**config.mk**
```make
export PLATFORM = sky130hd
export DESIGN_NAME = wrbm_cell
export DESIGN_NICKNAME = d
export VERILOG_FILES = /design/src/rtl/wrbm_pkg.sv /design/src/rtl/wrbm_cell.sv
export SDC_FILE = /design/constraint.sdc
export NUM_CORES = 1
export LEC_CHECK = 0
export BUFFER_PORTS_ARGS = -buffer_cell sky130_fd_sc_hd__clkbuf_2
export CORE_MARGIN = 5
export CORE_UTILIZATION = 45
export DETAILED_ROUTE_END_ITERATION = 12
export PLACE_DENSITY = 0.8
export SLEW_MARGIN = 20
export SYNTH_ARGS = -nofsm -noshare
export SYNTH_HDL_FRONTEND = slang
export SYNTH_SLANG_ARGS = --single-unit
```
**constraint.sdc**
```tcl
create_clock -name clk -period 3.45 [get_ports clk]
set_clock_uncertainty 0.1 [all_clocks]
set_input_delay 0.5175 -clock clk [delete_from_list [all_inputs] [get_ports clk]]
set_output_delay 0.5175 -clock clk [all_outputs]
set_load 0.1 [all_outputs]
```
**src/rtl/wrbm_pkg.sv**
```systemverilog
package wrbm_pkg;

  // Register indexes on the configuration port
  localparam logic [1:0] REG_ENTRY_COUNT     = 2'd0;
  localparam logic [1:0] REG_LAYOUT_WILDCARD = 2'd1;
  localparam logic [1:0] REG_STAGE_WILDCARD  = 2'd2;
  localparam logic [1:0] REG_NO_MATCH_CODE   = 2'd3;

  localparam logic CMD_LOAD   = 1'b0;
  localparam logic CMD_LOOKUP = 1'b1;

  // Match scores: stage weight two, layout weight one
  localparam logic [2:0] SCORE_WC_WC = 3'd3;
  localparam logic [2:0] SCORE_WC_EX = 3'd4;
  localparam logic [2:0] SCORE_EX_WC = 3'd5;
  localparam logic [2:0] SCORE_EX_EX = 3'd6;

  typedef struct packed {
    logic              command;
    logic [7:0]        entry_index;
    logic [7:0]        scene;
    logic [15:0]       layout;
    logic [7:0]        stage;
    logic [7:0]        target;
    logic signed [7:0] entry_tier;
    logic [7:0]        fallback_target;
    logic              use_fallback;
    logic signed [7:0] default_tier;
  } item_t;

  typedef struct packed {
    logic signed [7:0] tier;
    logic              from_default;
  } result_t;

  typedef struct packed {
    logic [7:0]        scene;
    logic [15:0]       layout;
    logic [7:0]        stage;
    logic [7:0]        target;
    logic signed [7:0] tier;
  } entry_t;

  // Query broadcast to every cell during a pass
  typedef struct packed {
    logic [7:0]  scene;
    logic [15:0] layout;
    logic [7:0]  stage;
    logic [7:0]  target;
    logic [15:0] layout_wc;
    logic [7:0]  stage_wc;
  } query_t;

  // Running best match handed from cell to cell
  typedef struct packed {
    logic              valid;
    logic              found;
    logic [2:0]        score;
    logic signed [7:0] tier;
  } token_t;

endpackage

```
**src/rtl/wrbm_cell.sv**
```systemverilog
module wrbm_cell (
  input  logic            clk,
  input  logic            rst,
  input  logic            wr_en,
  input  wrbm_pkg::entry_t wr_entry,
  input  logic            active,
  input  wrbm_pkg::query_t query,
  input  wrbm_pkg::token_t tok_in,
  output wrbm_pkg::token_t tok_out
);
  import wrbm_pkg::*;

  entry_t     entry;
  logic       hit;
  logic       st_ex, st_wc, ly_ex, ly_wc;
  logic [2:0] score;
  logic       take;

  // Hold this cell's rule
  always_ff @(posedge clk) begin
    if (wr_en) begin
      entry <= wr_entry;
    end
  end

  // Score the rule against the query
  always_comb begin
    st_ex = entry.stage == query.stage;
    st_wc = entry.stage == query.stage_wc;
    ly_ex = entry.layout == query.layout;
    ly_wc = entry.layout == query.layout_wc;
    hit   = tok_in.valid && active && (query.scene != 8'd0) &&
            (entry.scene == query.scene) && (entry.target == query.target) &&
            (st_ex || st_wc) && (ly_ex || ly_wc);
    if (st_ex) begin
      score = ly_ex ? SCORE_EX_EX : SCORE_EX_WC;
    end else begin
      score = ly_ex ? SCORE_WC_EX : SCORE_WC_WC;
    end
    take = hit && (!tok_in.found || (score > tok_in.score));
  end

  // Advance the token to the next cell
  always_ff @(posedge clk) begin
    if (rst) begin
      tok_out.valid <= 1'b0;
    end else begin
      tok_out.valid <= tok_in.valid;
    end
    tok_out.found <= tok_in.found || take;
    tok_out.score <= take ? score : tok_in.score;
    tok_out.tier  <= take ? entry.tier : tok_in.tier;
  end

endmodule

```
; Word-level counts from Yosys, hierarchy flattened
; Index checks and enable logic that the tools add are counted.
; Widths: inputs -> output; s select.
[totals]
ff_bits = 61
inputBits = 129
out_inout_bits = 13
elab_cells = 34
[classes]
magnitude_cmp = 1
eq_ne = 6
mux = 5
n_reduce_logical = 13
[op_table]
columns = operator, count
row1 = $eq 16x16->1, 2
row2 = $eq 8x8->1, 4
row3 = $mux 3, 3
row4 = $mux 8, 1
row5 = $reduce_bool 8->1, 1
row6 = $logic_and 1x1->1, 7
row7 = $logic_or 1x1->1, 4
row8 = $gt 3x3->1, 1
row9 = $mux 2, 1
row10 = $logic_not 1->1, 1

; Logic depth before layout (Yosys ltp)
[logic_depth]
ltp_word = 8
depth_mapped = 13
ltp_nobuf = 12

; Worst setup path before layout
; No wires, ideal clock.
[synth_timing]
kind = in2reg
from = input port query[45] (netlist name)
to = register tok_out[0] (netlist name)
setup_time_ns = 0.121
t_arrival_ns = 2.818
t_required_ns = 3.229
slack_ns = 0.411
stages = 13
path_buffers = 1
path_cell_list = xor2_1 nor4_1 nand4_1 ha_1 inv_1 ha_1 nand3_1 o21ai_0 o21ai_0 nand2_1 and4b_4 buf_12 mux2_4
[synth_between]
elab_chain_cells = 7
word_cells_on_any_way = 10
classes_between = order compare: 1 / eq/ne: 1 / mux: 4 / reduce/logical: 4
[synth_lines]
columns = element, line
row1 = from (decl), wrbm_cell.sv:7  ; input wrbm_pkg::query_t query,
row2 = $eq 16x16->1 (*), wrbm_cell.sv:30  ; ly_ex = entry.layout == query.layout;
row3 = $mux 3 / $mux 2 (equally long branches), "wrbm_cell.sv:38, wrbm_cell.sv:36"
row4 = $mux 3, wrbm_cell.sv:35  ; if (st_ex) begin
row5 = $gt 3x3->1, wrbm_cell.sv:40  ; take = hit && (!tok_in.found || (score > tok_in.score));
row6 = $logic_or 1x1->1, wrbm_cell.sv:40
row7 = $logic_and 1x1->1 (*), wrbm_cell.sv:40
row8 = $mux 8 (*), wrbm_cell.sv:52  ; tok_out.tier <= take ? entry.tier : tok_in.tier;
row9 = to (decl), wrbm_cell.sv:9  ; output wrbm_pkg::token_t tok_out
; Mark *: on every way between the ends. The rest lies on a longest branch, timed or not.
; A chain may end at the register's enable or synchronous reset.

; Worst setup path in the final report
[layout_timing]
from = register entry[29] (netlist name)
to = register tok_out[8] (netlist name)
[layout_between]
elab_chain_cells = 7
word_cells_on_any_way = 11
classes_between = order compare: 1 / eq/ne: 2 / mux: 4 / reduce/logical: 4
[layout_lines]
columns = element, line
row1 = from (decl), wrbm_cell.sv:13  ; entry_t entry;
row2 = from (signal assigned), wrbm_cell.sv:22  ; entry <= wr_entry;
row3 = $eq 16x16->1, wrbm_cell.sv:30
row4 = $mux 3 / $mux 2 (equally long branches), "wrbm_cell.sv:38, wrbm_cell.sv:36"
row5 = $mux 3, wrbm_cell.sv:35
row6 = $gt 3x3->1, wrbm_cell.sv:40
row7 = $logic_or 1x1->1, wrbm_cell.sv:40
row8 = $logic_and 1x1->1, wrbm_cell.sv:40
row9 = $mux 3 (*), wrbm_cell.sv:51  ; tok_out.score <= take ? score : tok_in.score;
; Marks and branches as above.

==> summary.md <==
| Metric | Value |
|---|---|
| Outcome | `finished clean` |
| Chip width | `roughly 88 µm` |
| DP Wirelength | `between 5000 and 6000 µm` |
| Hold path cells | `2` |
| P_sw | `between 0.4 and 0.5 mW` |
| CP arrival | `between 3 and 4 ns` |
| Power density cells | `481 nW/µm²` |
| Seq/Total Area, Yosys | `between 60 and 70%` |
| Clock transition at path regs | `~0.070 ns` |
| Initial antenna violation count | `0` |
| Port buffer count | `roughly 140` |
| Syn avg cell area | `14.8 µm²` |
| Crit end category | `flip-flop` |
| Syn Inst Count | `roughly 190` |
| Final setup vio count | `0` |
| Num ports | `142` |
| Worst Hold Class | `in -> reg` |
| R2R Setup Slk | `about 0.24 ns` |
| Ys Warns | `0` |
| Max_cap viols | `0` |
| Slew Limit Headroom | `~29%` |
| H-tree depth | `3` |
| Avg WL per Cell | `around 15 µm` |
| Cell Area, Placed | `between 3000 and 4000 µm²` |
| Final cell count without fillers | `about 420` |
| Area Growth Syn to Fin | `38.5%` |
| CP required | `~3.6 ns` |
| First-pass GRT wire length | `9230 µm` |
| Sequential share of power | `slightly below 50%` |
| Int Power | `1.38 mW` |
| Cells after DPL | `401` |
| Net Sw Frac | `a little under a quarter` |
| Synth cell types | `24` |
| Die H | `87.9 µm` |
| Final Cycle Share | `about 93%` |
| # DRC | `0` |
| Vias in the first global route | `between 2000 and 2500` |
| # resized after CTS | `0` |
| Fraction of layout cells with a size suffix above 1 | `about half` |
| Peak supply drop | `0.000298 V` |
| Clk Latency, worst-skew pair | `approximately 0.32 ns` |
| CTS tree | `done` |
| P_leak | `1.71 nW` |
| DR pass1 iterations | `4` |
| Setup ws final | `~0.24 ns` |
| Drt initial violations | `63` |
| CTS max path bufs | `2` |
| # rows | `28` |
| Fillers | `485` |
| Initial Util | `roughly 46%` |
| Via Count | `1981` |
| Core area | `5920 µm²` |
| Setup crit end | `tok_out[8]$_DFF_P_` |
| FF-to-FF End | `tok_out[8]$_DFF_P_` |
| Detail Route Antenna Nets | `0` |
| Num CTS Buffers | `9` |
| Largest net degree at the start of global routing | `49` |
| Clock Sink Count | `61` |
| CP Launch Point | `entry[29]$_DFFE_PP_` |
| Total Nets Final | `about 470` |
| Slew @ Worst Pin | `about 1.1 ns` |
| Post-Syn Nets | `318` |
| Clock Tree Root | `clkbuf_8` |
| Placer congestion estimate | `0.759` |
| Place WS | `-0.0172 ns` |
| Worst flop-to-flop path startpoint | `entry[29]$_DFFE_PP_` |
| Vias per Instance | `4.71` |
| Die footprint | `7720 µm²` |
| Clock Power Share | `between 30% and 40%` |
| Mapped Area | `~2700 µm²` |
| Tmin final | `roughly 3.2 ns` |
| Max Fclk | `a little over 300 MHz` |
| Critical Path Start Type | `flip-flop` |
| Most frequent cells in the layout | `clkbuf_2 (140), edfxtp_1 (48), xor2_1 (41), xnor2_1 (21)` |
| Critical path class | `reg -> reg` |
| Logic pwr share | `around 14%` |
| Total Negative Setup Slacks | `0 ns` |
| GRT Total Usage | `16.1%` |
| Cell depth of the worst flop-to-flop path | `13` |
| Ant. Diodes | `0` |
| DRT Wirelength | `about 6200 µm` |
| Synth Register Bits | `61` |
| Final Core Density | `between 60 and 70%` |
| GRT overflow | `0` |
| Final Max Tran Viols | `0` |
| Most common cell after layout, fill and taps aside | `clkbuf_2` |
| Critical-path maximum fanout | `4` |
| Design area | `3780 µm²` |
| Final Hold Fails | `0` |
-- power by group through the flow --
stage / Sequential [mW] / Clock (mW) / Combinational [mW]
floorplan: 0.952 / 0 / 0.0855
global placement: 0.897 / 0 / 0.251
detailed placement: 0.901 / 0 / 0.256
CTS: 0.885 / 0.700 / 0.258
global route: 0.889 / 0.738 / 0.276
finish: 0.884 / 0.679 / 0.254
-- stage by stage --
step	hold WS, ns	total power, mW
global route	0.218	1.90
detailed placement	0.360	1.16
floorplan	0.348	1.04
finish	0.242	1.82
global placement	0.353	1.15
CTS	0.224	1.84
-- sequential cells by signal, indices dropped and copies added (netlist names) --
name     cells
entry       48
tok_out     13
-- worst max-delay path, stage by stage, from the launching register on --
cell and delay (ns):
edfxtp_1 0.43, xor2_1 0.19, nor4_1 0.35, nand4_1 0.20
ha_1 0.35, inv_1 0.04, ha_1 0.28, nand3_1 0.08
o21ai_0 0.07, o21ai_0 0.14, nand2_1 0.07, and4b_4 0.37
buf_4 0.14, mux2_4 0.29
-- cells by family (layout without fill, tap and decap cells) --
family,Yosys count,in the layout,share of synthesized area [%]
xor+xnor,62,62,19.9
flops,61,61,62.3
simple gates,31,31,6.87
mux,11,11,5.55
buf+inv,9,170,1.83
compound gates,7,7,1.70
fa+ha+maj,4,4,1.83
-- layer usage --
metal  up-vias  global-route usage (%)  routed length (µm)
met2        91                    27.9                3150
met3        13                    6.21                 650
met1       896                    17.4                2240
met5         -                       0                   0
met4         0                    7.25                 127
li1        981                       -                   -
-- synth_stat cells, drive strengths merged --
cell type / n / area [µm²]
nand3: 1 / 5.00
nand4: 7 / 43.8
and4b: 1 / 13.8
mux2i: 2 / 20.0
nand2b: 1 / 6.26
nor2: 1 / 3.75
nor4: 13 / 81.3
xor2: 41 / 359
a21o: 1 / 7.51
and4: 1 / 8.76
nor2b: 1 / 6.26
inv: 8 / 30.0
edfxtp: 48 / 1440
a221o: 1 / 10.0
o22ai: 1 / 6.26
a211oi: 1 / 7.51
mux2: 9 / 131
dfxtp: 13 / 260
buf: 1 / 20.0
ha: 4 / 50.1
xnor2: 21 / 184
o21ai: 3 / 15.0
nand2: 5 / 18.8
-- repair_timing --
| action | CTS | global route |
|---|---|---|
| endpoints found under the setup margin | 0 | 9 |
| buffers inserted | 0 | 4 |
| hold buffers | 0 | 0 |
-- area by class of cell --
class	count	area [µm²]	share of cell area [%]
Sequential cell	61	1700	45.0
Multi-Input combinational cell	115	978	25.9
Timing Repair Buffer	146	756	20.0
Clock buffer	13	180	4.77
Tap cell	75	93.8	2.48
Clock inverter	3	40.0	1.06
Inverter	8	30.0	0.794
-- worst min-delay path by stage --
stage / from / endpoint
detailed placement: entry[0]$_DFFE_PP_ / tok_out[0]$_DFF_P_
finish: rst / tok_out[12]$_SDFF_PP0_
CTS: rst / tok_out[12]$_SDFF_PP0_
global placement: entry[7]$_DFFE_PP_ / tok_out[7]$_DFF_P_
global route: rst / tok_out[12]$_SDFF_PP0_
floorplan: entry[7]$_DFFE_PP_ / tok_out[7]$_DFF_P_
(Power assumes the default switching activity.)
